$ cat src/rtl/org_pkg.sv
// Package with the shared types, widths and codes of the obstacle repulsion gradient block.
`timescale 1ns / 1ps

package org_pkg;

    // Table size and derived index widths.
    localparam int MAX_OBSTACLES = 64;
    localparam int IDX_W         = $clog2(MAX_OBSTACLES);
    localparam int CNT_W         = IDX_W + 1;

    // Arithmetic widths.
    localparam int POS_W      = 32;
    localparam int RAD_W      = 26;
    localparam int DIFF_W     = POS_W + 1;
    localparam int SQ_W       = 2 * RAD_W;
    localparam int DSQ_W      = SQ_W + 2;
    localparam int ROOT_STEPS = RAD_W;
    localparam int ROOT_REM_W = RAD_W + 4;
    localparam int PROD_W     = 2 * RAD_W + 1;
    localparam int DIV_STEPS  = PROD_W;
    localparam int ACC_W      = PROD_W + IDX_W + 2;
    localparam int STEP_W     = $clog2(DIV_STEPS);
    localparam int ENTRY_W    = 3 * POS_W;

    localparam logic [RAD_W-1:0] RADIUS_RESET = 26'd655360;

    // Command codes.
    localparam logic [1:0] CMD_CLEAR  = 2'd0;
    localparam logic [1:0] CMD_APPEND = 2'd1;
    localparam logic [1:0] CMD_QUERY  = 2'd2;
    localparam logic [1:0] CMD_NONE   = 2'd3;

    // Status codes.
    localparam logic [1:0] ST_OK   = 2'd0;
    localparam logic [1:0] ST_FULL = 2'd1;
    localparam logic [1:0] ST_SAT  = 2'd2;

    typedef struct packed {
        logic [1:0]              command;
        logic signed [POS_W-1:0] pos_x;
        logic signed [POS_W-1:0] pos_y;
        logic signed [POS_W-1:0] pos_z;
    } req_t;

    typedef struct packed {
        logic signed [POS_W-1:0] grad_x;
        logic signed [POS_W-1:0] grad_y;
        logic signed [POS_W-1:0] grad_z;
        logic [1:0]              status;
    } rsp_t;

    // Commands from the controller to the datapath.
    typedef struct packed {
        logic             load;
        logic             wr_en;
        logic [IDX_W-1:0] addr;
        logic             rd_en;
        logic             diff_en;
        logic             sq_en;
        logic             root_load;
        logic             root_step;
        logic             mul_en;
        logic             div_load;
        logic             div_step;
        logic             acc_clr;
        logic             acc_en;
        logic             out_en;
        logic             query;
        logic             full;
    } dp_ctrl_t;

    // Status from the datapath to the controller.
    typedef struct packed {
        logic skip;
    } dp_stat_t;

endpackage

$ cat src/rtl/org_ctrl.sv
// Controller: command decode, obstacle count and the per-obstacle sequencer.
`timescale 1ns / 1ps

module org_ctrl import org_pkg::*;
(
    input  logic     clk,
    input  logic     rst_n,
    input  logic     start,
    input  req_t     request,
    input  dp_stat_t stat,
    output dp_ctrl_t ctrl,
    output logic     busy
);

    localparam logic [3:0] S_IDLE = 4'd0;
    localparam logic [3:0] S_RD   = 4'd1;
    localparam logic [3:0] S_DIFF = 4'd2;
    localparam logic [3:0] S_SQ   = 4'd3;
    localparam logic [3:0] S_CHK  = 4'd4;
    localparam logic [3:0] S_ROOT = 4'd5;
    localparam logic [3:0] S_MUL  = 4'd6;
    localparam logic [3:0] S_DIVL = 4'd7;
    localparam logic [3:0] S_DIV  = 4'd8;
    localparam logic [3:0] S_ACC  = 4'd9;
    localparam logic [3:0] S_NEXT = 4'd10;
    localparam logic [3:0] S_FIN  = 4'd11;

    logic [3:0]        state_reg, state_next;
    logic [CNT_W-1:0]  count_reg, count_next;
    logic [IDX_W-1:0]  idx_reg, idx_next;
    logic [STEP_W-1:0] step_reg, step_next;
    logic              query_reg, query_next;
    logic              full_reg, full_next;
    logic              accept;
    logic              table_full;

    assign accept     = start && (state_reg == S_IDLE);
    assign table_full = (count_reg == CNT_W'(MAX_OBSTACLES));

    // Next state and datapath commands.
    always_comb
    begin
        state_next = state_reg;
        count_next = count_reg;
        idx_next   = idx_reg;
        step_next  = step_reg;
        query_next = query_reg;
        full_next  = full_reg;
        ctrl       = '0;
        ctrl.addr  = idx_reg;
        ctrl.query = query_reg;
        ctrl.full  = full_reg;
        unique case (state_reg)
            S_IDLE:
            begin
                if (accept)
                begin
                    ctrl.load    = 1'b1;
                    ctrl.acc_clr = 1'b1;
                    query_next   = 1'b0;
                    full_next    = 1'b0;
                    idx_next     = '0;
                    state_next   = S_FIN;
                    if (request.command == CMD_CLEAR)
                    begin
                        count_next = '0;
                    end
                    else if (request.command == CMD_APPEND)
                    begin
                        if (table_full)
                        begin
                            full_next = 1'b1;
                        end
                        else
                        begin
                            ctrl.wr_en = 1'b1;
                            ctrl.addr  = count_reg[IDX_W-1:0];
                            count_next = count_reg + 1'b1;
                        end
                    end
                    else if (request.command == CMD_QUERY)
                    begin
                        query_next = 1'b1;
                        if (count_reg != '0)
                        begin
                            state_next = S_RD;
                        end
                    end
                end
            end
            S_RD:
            begin
                ctrl.rd_en = 1'b1;
                state_next = S_DIFF;
            end
            S_DIFF:
            begin
                ctrl.diff_en = 1'b1;
                state_next   = S_SQ;
            end
            S_SQ:
            begin
                ctrl.sq_en = 1'b1;
                state_next = S_CHK;
            end
            S_CHK:
            begin
                step_next = '0;
                if (stat.skip)
                begin
                    state_next = S_NEXT;
                end
                else
                begin
                    ctrl.root_load = 1'b1;
                    state_next     = S_ROOT;
                end
            end
            S_ROOT:
            begin
                ctrl.root_step = 1'b1;
                step_next      = step_reg + 1'b1;
                if (step_reg == STEP_W'(ROOT_STEPS - 1))
                begin
                    state_next = S_MUL;
                end
            end
            S_MUL:
            begin
                ctrl.mul_en = 1'b1;
                state_next  = S_DIVL;
            end
            S_DIVL:
            begin
                ctrl.div_load = 1'b1;
                step_next     = '0;
                state_next    = S_DIV;
            end
            S_DIV:
            begin
                ctrl.div_step = 1'b1;
                step_next     = step_reg + 1'b1;
                if (step_reg == STEP_W'(DIV_STEPS - 1))
                begin
                    state_next = S_ACC;
                end
            end
            S_ACC:
            begin
                ctrl.acc_en = 1'b1;
                state_next  = S_NEXT;
            end
            S_NEXT:
            begin
                if ({1'b0, idx_reg} == count_reg - 1'b1)
                begin
                    state_next = S_FIN;
                end
                else
                begin
                    idx_next   = idx_reg + 1'b1;
                    state_next = S_RD;
                end
            end
            S_FIN:
            begin
                ctrl.out_en = 1'b1;
                state_next  = S_IDLE;
            end
            default:
            begin
                state_next = S_IDLE;
            end
        endcase
    end

    // Control registers.
    always_ff @(posedge clk or negedge rst_n)
    begin
        if (!rst_n)
        begin
            state_reg <= S_IDLE;
            count_reg <= '0;
            idx_reg   <= '0;
            step_reg  <= '0;
            query_reg <= 1'b0;
            full_reg  <= 1'b0;
        end
        else
        begin
            state_reg <= state_next;
            count_reg <= count_next;
            idx_reg   <= idx_next;
            step_reg  <= step_next;
            query_reg <= query_next;
            full_reg  <= full_next;
        end
    end

    assign busy = (state_reg != S_IDLE);

endmodule

$ cat config.mk
export PLATFORM = sky130hd
export DESIGN_NAME = org_ctrl
export DESIGN_NICKNAME = d
export VERILOG_FILES = /design/src/rtl/org_pkg.sv /design/src/rtl/org_ctrl.sv
export SDC_FILE = /design/constraint.sdc
export NUM_CORES = 1
export LEC_CHECK = 0
export ABC_CLOCK_PERIOD_IN_PS = 2300
export BUFFER_PORTS_ARGS = -buffer_cell sky130_fd_sc_hd__buf_4
export CORE_ASPECT_RATIO = 0.6
export CORE_MARGIN = 3
export CORE_UTILIZATION = 39
export DETAILED_ROUTE_END_ITERATION = 10
export GPL_TIMING_DRIVEN = 0
export PLACE_DENSITY = 0.75
export SYNTH_ARGS = -nofsm -noshare
export SYNTH_HDL_FRONTEND = slang
export SYNTH_SLANG_ARGS = --single-unit
$ cat constraint.sdc
create_clock -name clk -period 2.3 [get_ports clk]
set_input_delay 0.69 -clock clk [delete_from_list [all_inputs] [get_ports clk]]
set_output_delay 0.69 -clock clk [all_outputs]
set_load 0.01 [all_outputs]
==> results of run 1 <==
-- logic make-up after synthesis --
| kind of cell | after synthesis | synth area share |
|---|---|---|
| AO/OA/AOI/OAI | 59 | 0.213 |
| flip-flops | 25 | 0.312 |
| AND/OR/NAND/NOR | 106 | 0.286 |
| adder cells (fa/ha/maj) | 7 | 0.0437 |
| buffers and inverters | 32 | 0.0724 |
| multiplexers | 4 | 0.0206 |
| XOR/XNOR | 12 | 0.0524 |
-- cell type report --
cell class                      count  area [um2]
Inverter                           15        63.8
Buffer                             15         110
Clock inverter                      1        5.00
Tap cell                           63        78.8
Clock buffer                        3        41.3
Sequential cell                    25         632
Timing Repair Buffer               38         297
Fill cell                         445        2170
Multi-Input combinational cell    188        1360
-- worst max-delay path, delay by kind of cell (launching register included) --
family	cells	cell delay [ns]
AO/OA/AOI/OAI	1	0.24
buffers and inverters	1	0.12
flip-flops	1	0.44
AND/OR/NAND/NOR	4	0.84
-- what timing repair did --
item | 4_1_cts | 5_1_grt
endpoints found under the setup margin | 17 | 22
gates cloned | 0 | 0
setup buffers | 5 | 6
resized for setup | 22 | 29
pin swaps | 5 | 6
-- power breakdown --
group / total (mW) / internal (mW) / leakage, nW / switching [mW]
Sequential: 0.765 / 0.584 / 0.320 / 0.181
Combinational: 1.93 / 0.864 / 0.812 / 1.07
Clock: 0.272 / 0.122 / 0.0255 / 0.150
-- metrics by stage --
step / hold slack [ns] / power [mW] / std cells
3_5_place_dp: 0.505 / 2.43 / 335
6_report: 0.294 / 2.97 / 348
3_3_place_gp: 0.468 / 2.40 / 335
2_1_floorplan: 0.394 / 1.98 / 245
4_1_cts: 0.311 / 2.81 / 343
5_1_grt: 0.316 / 3.19 / 348
-- metal layers --
layer  track usage  wire, um  up-vias  part of all wire
met1         0.281      2770      932              0.50
met4        0.0331        29        0            0.0053
met2         0.264      2310       74              0.42
met5             0         0        -                 0
met3        0.0339       405        5             0.074
li1              -         -      950                 -
-- path summary, 6_finish.rpt --
path                            depth (start not counted)           end  slack [ns]    startpoint
worst min-delay path                                    1  state_reg[2]        0.29         rst_n
worst min register to register                          2     query_reg        0.52     query_reg
min in group clk                                        2     query_reg        0.52     query_reg
worst max register to register                          7  state_reg[1]        0.06  count_reg[3]
max in group asynchronous                               1  count_reg[1]        1.73         rst_n
worst max-delay path                                    6      ctrl[16]       -0.31  state_reg[3]
-- cell usage in the layout (no fill, tap or decap), types with 4 or more instances in the layout --
cell | Yosys | layout
clkbuf_8 | 0 | 4
buf_6 | 1 | 5
nor2_1 | 20 | 20
nor2b_1 | 6 | 6
nor3_1 | 14 | 11
nand3_1 | 5 | 5
inv_1 | 15 | 11
xor2_1 | 8 | 8
nand2_2 | 2 | 4
xnor2_1 | 4 | 4
clkbuf_2 | 2 | 4
buf_4 | 3 | 40
dfrtp_1 | 25 | 20
nand2b_1 | 6 | 4
nand2_1 | 27 | 24
or2_2 | 4 | 4
o21ai_0 | 15 | 10
a21oi_1 | 11 | 11
nand4_1 | 6 | 6
a31oi_1 | 5 | 5
ha_1 | 7 | 6
dfrtp_2 | 0 | 5
==> flow_metrics.env, run 1 <==
export IMPL_run_status="finished, violations left"
export IMPL_failed_checks="setup timing"
export IMPL_grt_first_pass_wirelength_mm=8.83
export IMPL_synth_ff_type="dfrtp_1"
export IMPL_cts_reportedPaths_clkPinSlew_ns=0.09
export IMPL_crit_slowest_cell="dfrtp_2"
export IMPL_setup_violations=9
export IMPL_dr_total_vias=1961
export IMPL_clock_tree_htree_level_count=1
export IMPL_core_area_um2=4750
export IMPL_timing_critical_path_cells="nor4_4 > nand2_4 > nor3b_4 > nand2b_4 > a22o_4 > buf_6"
export IMPL_cts_inserted_buffers=3
export IMPL_clock_fmax_ghz=0.383
export IMPL_antenna_found_initial=0
export IMPL_final_hold_viol_count=0
export IMPL_chipWidth_um=98.6
export IMPL_max_slew_margin=0.595
export IMPL_synth_top_cell_area_share=0.312
export IMPL_post_route_util=0.543
export IMPL_critPathMaxStageDelay_ns=0.44
export IMPL_post_place_setup_slack_ns=-0.404
export IMPL_synth_top_cells_by_area="dfrtp_1 (31%), nand2_1 (5.1%), ha_1 (4.4%)"
export IMPL_quantity_of_i_o_buffers_inserted_on_ports=27
export IMPL_remaining_drc_errors=0
export IMPL_placementRows=19
export IMPL_worst_skew_pair_late_latency_ns=0.28
export IMPL_synth_top_area_cell="dfrtp_1"
export IMPL_data_required_time_at_the_worst_endpoint_ns=1.61
export IMPL_antenna_diode_count=0
export IMPL_fin_tns_setup_ns=-1.81
export IMPL_unrepaired_setup_endpoints_after_global_routing="true"
export IMPL_cts_sinks=25
export IMPL_boundaryPins=124
export IMPL_setup_worst_path_start_class="register"
export IMPL_synth_yosys_seq_area_share=0.312
export IMPL_cts_hold_buffers=0
export IMPL_setup_worst_path_end_class="primary output"
export IMPL_wirelength_mm=5.51
export IMPL_final_cell_area_um2=2580
export IMPL_ant_nets=0
export IMPL_largest_reg_flops=7
export IMPL_detailedRoute_firstIterationViolations=225
export IMPL_count_of_flip_flops_with_a_built_in_enable_after_synthesis=0
export IMPL_max_clock_path_buffers=2
export IMPL_grt_pass1_vias=1719
export IMPL_vdd_ir_drop_worst_v=0.000385
export IMPL_grt_remaining_overflow=0
export IMPL_most_instantiated_library_cell_after_synthesis="nand2_1"
export IMPL_cts_root_buffer_cell="clkbuf_8"
export IMPL_finalCritPeriodShare=1.13
export IMPL_synth_lib_cells_used_distinct=57
export IMPL_drt_first_pass_iters=4
export IMPL_detailed_place_hpwl_mm=4.01
export IMPL_critPathKind="register to primary output"
export IMPL_final_critical_path_time_including_i_o_delays_and_setup_ns=2.61
export IMPL_layout_area_overhead_vs_synth_pct=28.8
export IMPL_worst_clock_skew_ns=0.00602
export IMPL_postLayoutSetupSlackWorst_ns=-0.308
export IMPL_power_per_cell_area_nw_per_um2=1150
export IMPL_fp_dieArea_um2=6070
export IMPL_post_drt_via_cell_ratio=5.64
export IMPL_syn_avg_cell_area_um2=8.19
export IMPL_proportion_of_layout_cells_with_a_drive_suffix_above_1=0.340
export IMPL_netlist_area_um2=2010
export IMPL_starting_utilization_of_the_core_area=0.422
export IMPL_routed_len_inst_um=15.8
export IMPL_routabilityCongestion=0.907
export IMPL_mappedNetlistNets=354
export IMPL_tritoncts_clock_tree="done"
export IMPL_standby_leakage_power_nw=1.16
export IMPL_cp_max_fo=6
export IMPL_max_cap_violations=0
export IMPL_floorplan_die_height_um=61.6
export IMPL_syn_inst=245
export IMPL_worst_endpoint_arrival_ns=1.92
export IMPL_dpl_instance_area_um2=2310
export IMPL_final_net_count=395
export IMPL_synth_top_cells_by_count="nand2_1 (27), dfrtp_1 (25), nor2_1 (20), inv_1 (15), o21ai_0 (15)"
export IMPL_count_of_final_max_slew_check_failures=0
export IMPL_postSynth_asyncResetShare=1.00
export IMPL_min_path_type="primary input to async pin"
export IMPL_grt_use_total=0.182
export IMPL_grt_start_max_net_pins=26
export IMPL_synth_warnings=0
export IMPL_flip_flop_and_latch_count_after_synthesis=25
export IMPL_worst_slew_pin_slew_ns=0.603
Note: power is estimated with default switching activity, not from simulation.
==> run 2, diff against run 1 <==
- REMOVE_ABC_BUFFERS: not set -> 1
==> run 2 against run 1 <==
Compared with the run above: the flow still finishes with violations (setup timing); die area unchanged; cell count shrank 1.7%; setup slack improved by 0.0016 ns; sequential power grew 2%; clock power shrank 1%; first-iteration DRC count decreased by 5.3%; sequential share of layout area up 0.84 points; wire length increased by 0.33%; clock-buffer cell count unchanged; critical path depth stayed put; fmax barely moved.
==> flow_metrics.env, run 2 (synthesis results as in run 1) <==
export IMPL_grt_pass1_vias=1756
export IMPL_placementRows=19
export IMPL_worst_skew_pair_late_latency_ns=0.28
export IMPL_quantity_of_i_o_buffers_inserted_on_ports=27
export IMPL_cts_inserted_buffers=3
export IMPL_worst_clock_skew_ns=0.0105
export IMPL_power_per_cell_area_nw_per_um2=1160
export IMPL_final_net_count=389
export IMPL_setup_worst_path_end_class="primary output"
export IMPL_antenna_found_initial=0
export IMPL_boundaryPins=124
export IMPL_fin_tns_setup_ns=-1.79
export IMPL_routabilityCongestion=0.873
export IMPL_grt_first_pass_wirelength_mm=9.08
export IMPL_r2r_slack_ns=0.05
export IMPL_failed_checks="setup timing"
export IMPL_floorplan_die_height_um=61.6
export IMPL_ant_nets=0
export IMPL_proportion_of_layout_cells_with_a_drive_suffix_above_1=0.323
export IMPL_grt_use_total=0.188
export IMPL_postLayoutSetupSlackWorst_ns=-0.307
export IMPL_min_path_type="primary input to async pin"
export IMPL_cts_sinks=25
export IMPL_finalCritPeriodShare=1.13
export IMPL_wirelength_mm=5.53
export IMPL_most_used_cells_in_the_layout_excluding_fill_and_tap_cells="buf_4 (44), nand2_1 (27), nor2_1 (20)"
export IMPL_max_cap_violations=0
export IMPL_dr_total_vias=1975
export IMPL_clock_tree_htree_level_count=1
export IMPL_grt_remaining_overflow=0
export IMPL_largest_reg_flops=7
export IMPL_n_fill_cell=425
export IMPL_unrepaired_setup_endpoints_after_global_routing="true"
export IMPL_data_required_time_at_the_worst_endpoint_ns=1.61
export IMPL_cp_max_fo=6
export IMPL_final_hold_viol_count=0
export IMPL_routed_len_inst_um=16.2
export IMPL_clock_fmax_ghz=0.384
export IMPL_vdd_ir_drop_worst_v=0.000440
export IMPL_cts_hold_buffers=0
export IMPL_worst_endpoint_arrival_ns=1.92
export IMPL_cts_root_buffer_cell="clkbuf_8"
export IMPL_core_area_um2=4750
export IMPL_remaining_drc_errors=0
export IMPL_detailed_place_hpwl_mm=3.54
export IMPL_worst_slew_pin_slew_ns=0.588
export IMPL_detailedRoute_firstIterationViolations=213
export IMPL_fp_dieArea_um2=6070
export IMPL_antenna_diode_count=0
export IMPL_tritoncts_clock_tree="done"
export IMPL_starting_utilization_of_the_core_area=0.422
export IMPL_standby_leakage_power_nw=1.10
export IMPL_critPathKind="register to primary output"
export IMPL_run_status="finished, violations left"
export IMPL_layout_area_overhead_vs_synth_pct=25.2
export IMPL_count_of_final_max_slew_check_failures=0
export IMPL_max_slew_margin=0.605
export IMPL_grt_start_max_net_pins=26
export IMPL_setup_violations=7
export IMPL_post_drt_via_cell_ratio=5.77
export IMPL_mostFrequentLayoutCell="buf_4"
export IMPL_max_clock_path_buffers=2
export IMPL_cts_reportedPaths_clkPinSlew_ns=0.10
export IMPL_setup_worst_path_start_class="register"
export IMPL_chipWidth_um=98.6
export IMPL_final_critical_path_time_including_i_o_delays_and_setup_ns=2.61
export IMPL_post_route_util=0.528
export IMPL_drt_first_pass_iters=5
==> run 2: cell count changes in the layout (fill, tap and decap cells not counted), moves of 2 or more <==
cell	previous run	this run
dfrtp_2	5	8
buf_4	40	44
clkbuf_2	4	0
buf_6	5	2
o21ai_0	10	13
nand2b_2	0	2
dfrtp_1	20	17
o21ai_2	3	1
nand2_2	4	2
nand2b_1	4	2
nand2_1	24	27
nor3_2	3	1
==> run 2: where the power goes <==
| group | internal (mW) | leakage (nW) | total (mW) | switching, mW |
|---|---|---|---|---|
| combinational | 0.833 | 0.763 | 1.87 | 1.04 |
| sequential | 0.586 | 0.316 | 0.780 | 0.194 |
| clock | 0.121 | 0.0255 | 0.268 | 0.147 |
==> run 2: final cells by class <==
class	count	area (um2)	area share
Clock buffer	3	41.3	0.0164
Clock inverter	1	5.00	0.00199
Inverter	15	61.3	0.0244
Multi-Input combinational cell	189	1340	0.532
Sequential cell	25	636	0.253
Tap cell	63	78.8	0.0314
Timing Repair Buffer	46	353	0.141
==> run 2: critical path, cell delays in order (launching register included) <==
cell,delay (ns)
dfrtp_2,0.45
nor4_4,0.29
nand2_2,0.13
nor3b_4,0.28
nand2b_4,0.12
a22o_2,0.22
buf_4,0.14
==> run 2: path summary, 6_finish.rpt <==
| path | cells past startpoint | startpoint | end |
|---|---|---|---|
| max | 6 | state_reg[2] | ctrl[16] |
| min | 1 | rst_n | state_reg[2] |
| max reg2reg | 7 | count_reg[2] | state_reg[1] |
| min reg2reg | 2 | query_reg | query_reg |
| max in group asynchronous | 1 | rst_n | count_reg[0] |
| min in group clk | 2 | query_reg | query_reg |
==> run 2: repair_timing <==
action	CTS	global route
setup endpoints to repair	26	24
buffers inserted	13	8
pin swaps	4	10
gates cloned	0	1
gates resized for setup	25	11
==> run 2: routing by layer <==
metal / up-vias / global-route usage / wire length (um)
li1: 939 / - / -
met1: 909 / 0.278 / 2540
met3: 6 / 0.0464 / 589
met2: 121 / 0.280 / 2340
met4: 0 / 0.0389 / 49
met5: - / 0 / 0
==> run 2: metrics by stage <==
step	cells	cell area [um2]	total power, mW	setup slack [ns]	hold slack, ns
2_1_floorplan	228	1920	1.87	-0.296	0.394
3_3_place_gp	318	2200	2.26	-0.769	0.473
3_5_place_dp	318	2200	2.29	-0.784	0.478
4_1_cts	335	2410	2.78	-0.268	0.314
5_1_grt	342	2510	3.16	-0.413	0.317
6_report	342	2510	2.92	-0.307	0.307
==> run 3, diff against run 2 <==
--- a/config.mk
+++ b/config.mk
@@ -14,5 +14,4 @@
 export GPL_TIMING_DRIVEN = 0
 export PLACE_DENSITY = 0.75
-export REMOVE_ABC_BUFFERS = 1
 export SYNTH_ARGS = -nofsm -noshare
 export SYNTH_HDL_FRONTEND = slang
==> constraint.sdc (replaced) <==
create_clock -name clk -period 2.3 [get_ports clk]
set_input_delay 0.69 -clock clk [delete_from_list [all_inputs] [get_ports clk]]
set_output_delay 0.69 -clock clk [all_outputs]
set_load 0.02 [all_outputs]
==> run 3 against run 2 <==
Compared with the run above: the run still ends with setup timing left; clock power about the same; critical endpoint unchanged; clock skew down 0.0090 ns; critical path depth unchanged; via count up 1.5%; first-iteration DRC count down 32%; largest power group unchanged.
==> flow_metrics.env, run 3 (synthesis results as in run 1) <==
export IMPL_grt_use_total=0.187
export IMPL_timing_critical_path_cells="nor4_4 > nand2_4 > nor3b_4 > nand2b_4 > a22o_4 > buf_6"
export IMPL_critPathKind="register to primary output"
export IMPL_final_hold_viol_count=0
export IMPL_grt_remaining_overflow=0
export IMPL_detailedRoute_firstIterationViolations=144
export IMPL_min_path_type="primary input to async pin"
export IMPL_chipWidth_um=98.6
export IMPL_vdd_ir_drop_worst_v=0.000552
export IMPL_holdWs_ns=0.312
export IMPL_standby_leakage_power_nw=1.19
export IMPL_wirelength_mm=5.61
export IMPL_failed_checks="setup timing"
export IMPL_most_used_cells_in_the_layout_excluding_fill_and_tap_cells="buf_4 (41), nand2_1 (26), nor2_1 (20), dfrtp_1 (20)"
export IMPL_dpl_cell_count=335
export IMPL_largest_reg_flops=7
export IMPL_cts_inserted_buffers=3
export IMPL_core_area_um2=4750
export IMPL_data_required_time_at_the_worst_endpoint_ns=1.61
export IMPL_final_critical_path_time_including_i_o_delays_and_setup_ns=2.62
export IMPL_clock_tree_htree_level_count=1
export IMPL_proportion_of_layout_cells_with_a_drive_suffix_above_1=0.355
export IMPL_cts_reportedPaths_clkPinSlew_ns=0.09
export IMPL_finalCritPeriodShare=1.14
export IMPL_routed_len_inst_um=15.9
export IMPL_worst_skew_pair_late_latency_ns=0.27
export IMPL_worst_clock_skew_ns=0.00158
export IMPL_max_cap_violations=0
export IMPL_clock_fmax_ghz=0.382
export IMPL_power_share_switching=0.479
export IMPL_max_clock_path_buffers=2
export IMPL_p_int_mw=1.62
export IMPL_grt_util_met2=0.259
export IMPL_routabilityCongestion=0.937
export IMPL_grt_first_pass_wirelength_mm=9.00
export IMPL_max_slew_margin=0.600
export IMPL_fp_dieArea_um2=6070
export IMPL_p_seq_frac=0.243
export IMPL_power_net_switching_mw=1.49
export IMPL_final_net_count=400
export IMPL_setup_worst_path_start_class="register"
export IMPL_stdcell_count=353
export IMPL_run_status="finished, violations left"
export IMPL_post_layout_total_power_mw=3.11
export IMPL_post_route_util=0.559
export IMPL_fraction_of_power_consumed_by_the_clock_network=0.086
export IMPL_starting_utilization_of_the_core_area=0.422
export IMPL_quantity_of_i_o_buffers_inserted_on_ports=27
export IMPL_n_fill_cell=445
export IMPL_unrepaired_setup_endpoints_after_global_routing="true"
export IMPL_postLayoutSetupSlackWorst_ns=-0.317
export IMPL_critPathMaxStageDelay_ns=0.43
export IMPL_crit_slowest_cell="dfrtp_2"
export IMPL_dr_total_vias=2005
export IMPL_post_drt_via_cell_ratio=5.68
export IMPL_ant_nets=0
export IMPL_mostFrequentLayoutCell="buf_4"
export IMPL_remaining_drc_errors=0
export IMPL_count_of_final_max_slew_check_failures=0
export IMPL_cts_sinks=25
export IMPL_cp_max_fo=6
export IMPL_post_place_setup_slack_ns=-0.416
export IMPL_setup_worst_path_end_class="primary output"
export IMPL_detailed_place_hpwl_mm=4.08
export IMPL_worst_endpoint_arrival_ns=1.93
export IMPL_share_comb_of_total_power=0.671
export IMPL_cts_root_buffer_cell="clkbuf_8"
export IMPL_layout_area_overhead_vs_synth_pct=32.6
export IMPL_setup_violations=8
export IMPL_global_route_peak_usage_layer="met1"
export IMPL_antenna_diode_count=0
export IMPL_power_per_cell_area_nw_per_um2=1170
export IMPL_boundaryPins=124
export IMPL_placementRows=19
export IMPL_tritoncts_clock_tree="done"
export IMPL_floorplan_die_height_um=61.6
export IMPL_grt_start_max_net_pins=26
export IMPL_grt_pass1_vias=1787
export IMPL_antenna_found_initial=0
export IMPL_gr_usage_met3=0.0464
export IMPL_worst_slew_pin_slew_ns=0.596
export IMPL_drt_first_pass_iters=4
export IMPL_use_met1=0.292
## run 3: cell count changes in the layout (fill, tap and decap cells not counted), sizes merged
| cell | delta |
|---|---|
| clkinv | -1 |
| buf | +8 |
| clkbuf | +4 |
## run 3: metal layers
layer / wire length (um) / vias to the layer above
li1: - / 962
met1: 2940 / 966
met2: 2290 / 75
met3: 372 / 2
met4: 19 / 0
met5: 0 / -
## run 3: final cells by class
| type | count | area [um2] | share of cell area |
|---|---|---|---|
| Buffer | 16 | 120 | 0.0452 |
| Clock buffer | 4 | 45.0 | 0.0169 |
| Inverter | 15 | 63.8 | 0.0240 |
| Multi-Input combinational cell | 189 | 1390 | 0.522 |
| Sequential cell | 25 | 632 | 0.238 |
| Tap cell | 63 | 78.8 | 0.0296 |
| Timing Repair Buffer | 41 | 330 | 0.124 |
## run 3: critical path: cells and delay by family (launching register included)
| kind | cells | cell delay, ns |
|---|---|---|
| AND/OR/NAND/NOR | 4 | 0.86 |
| flip-flops | 1 | 0.43 |
| AO/OA/AOI/OAI | 1 | 0.24 |
| buffers and inverters | 1 | 0.13 |
## run 3: per-stage QoR
stage / setup TNS (ns) / area, um2
final: -1.93 / 2660
after global routing: -2.74 / 2660
after CTS: -1.89 / 2500
after detailed placement: -2.48 / 2340
after global placement: -2.24 / 2340
after floorplan: -0.0665 / 2060
## run 3: worst paths after layout
check	from	to	slack (ns)	cells after the start
min in group clk	query_reg	query_reg	0.52	2
hold reg to reg	query_reg	query_reg	0.52	2
max in group asynchronous	rst_n	count_reg[0]	1.71	1
setup / recovery	state_reg[3]	ctrl[16]	-0.32	6
hold / removal	rst_n	state_reg[0]	0.31	1
setup reg to reg	count_reg[3]	state_reg[1]	0.10	8
## run 3: power by group through the flow
| stage | sequential (mW) | clock (mW) | combinational [mW] |
|---|---|---|---|
| after floorplan | 0.704 | 0 | 1.36 |
| after global placement | 0.743 | 0 | 1.75 |
| after detailed placement | 0.752 | 0 | 1.78 |
| after CTS | 0.742 | 0.271 | 1.93 |
| after global routing | 0.772 | 0.297 | 2.26 |
| final | 0.754 | 0.268 | 2.08 |
## run 3: what timing repair did
item / 4_1_cts / 5_1_grt
setup endpoints to repair: 21 / 23
buffers inserted: 6 / 8
gates cloned: 0 / 1
resized for setup: 24 / 32
pin swaps: 3 / 14
hold buffers: 0 / 0
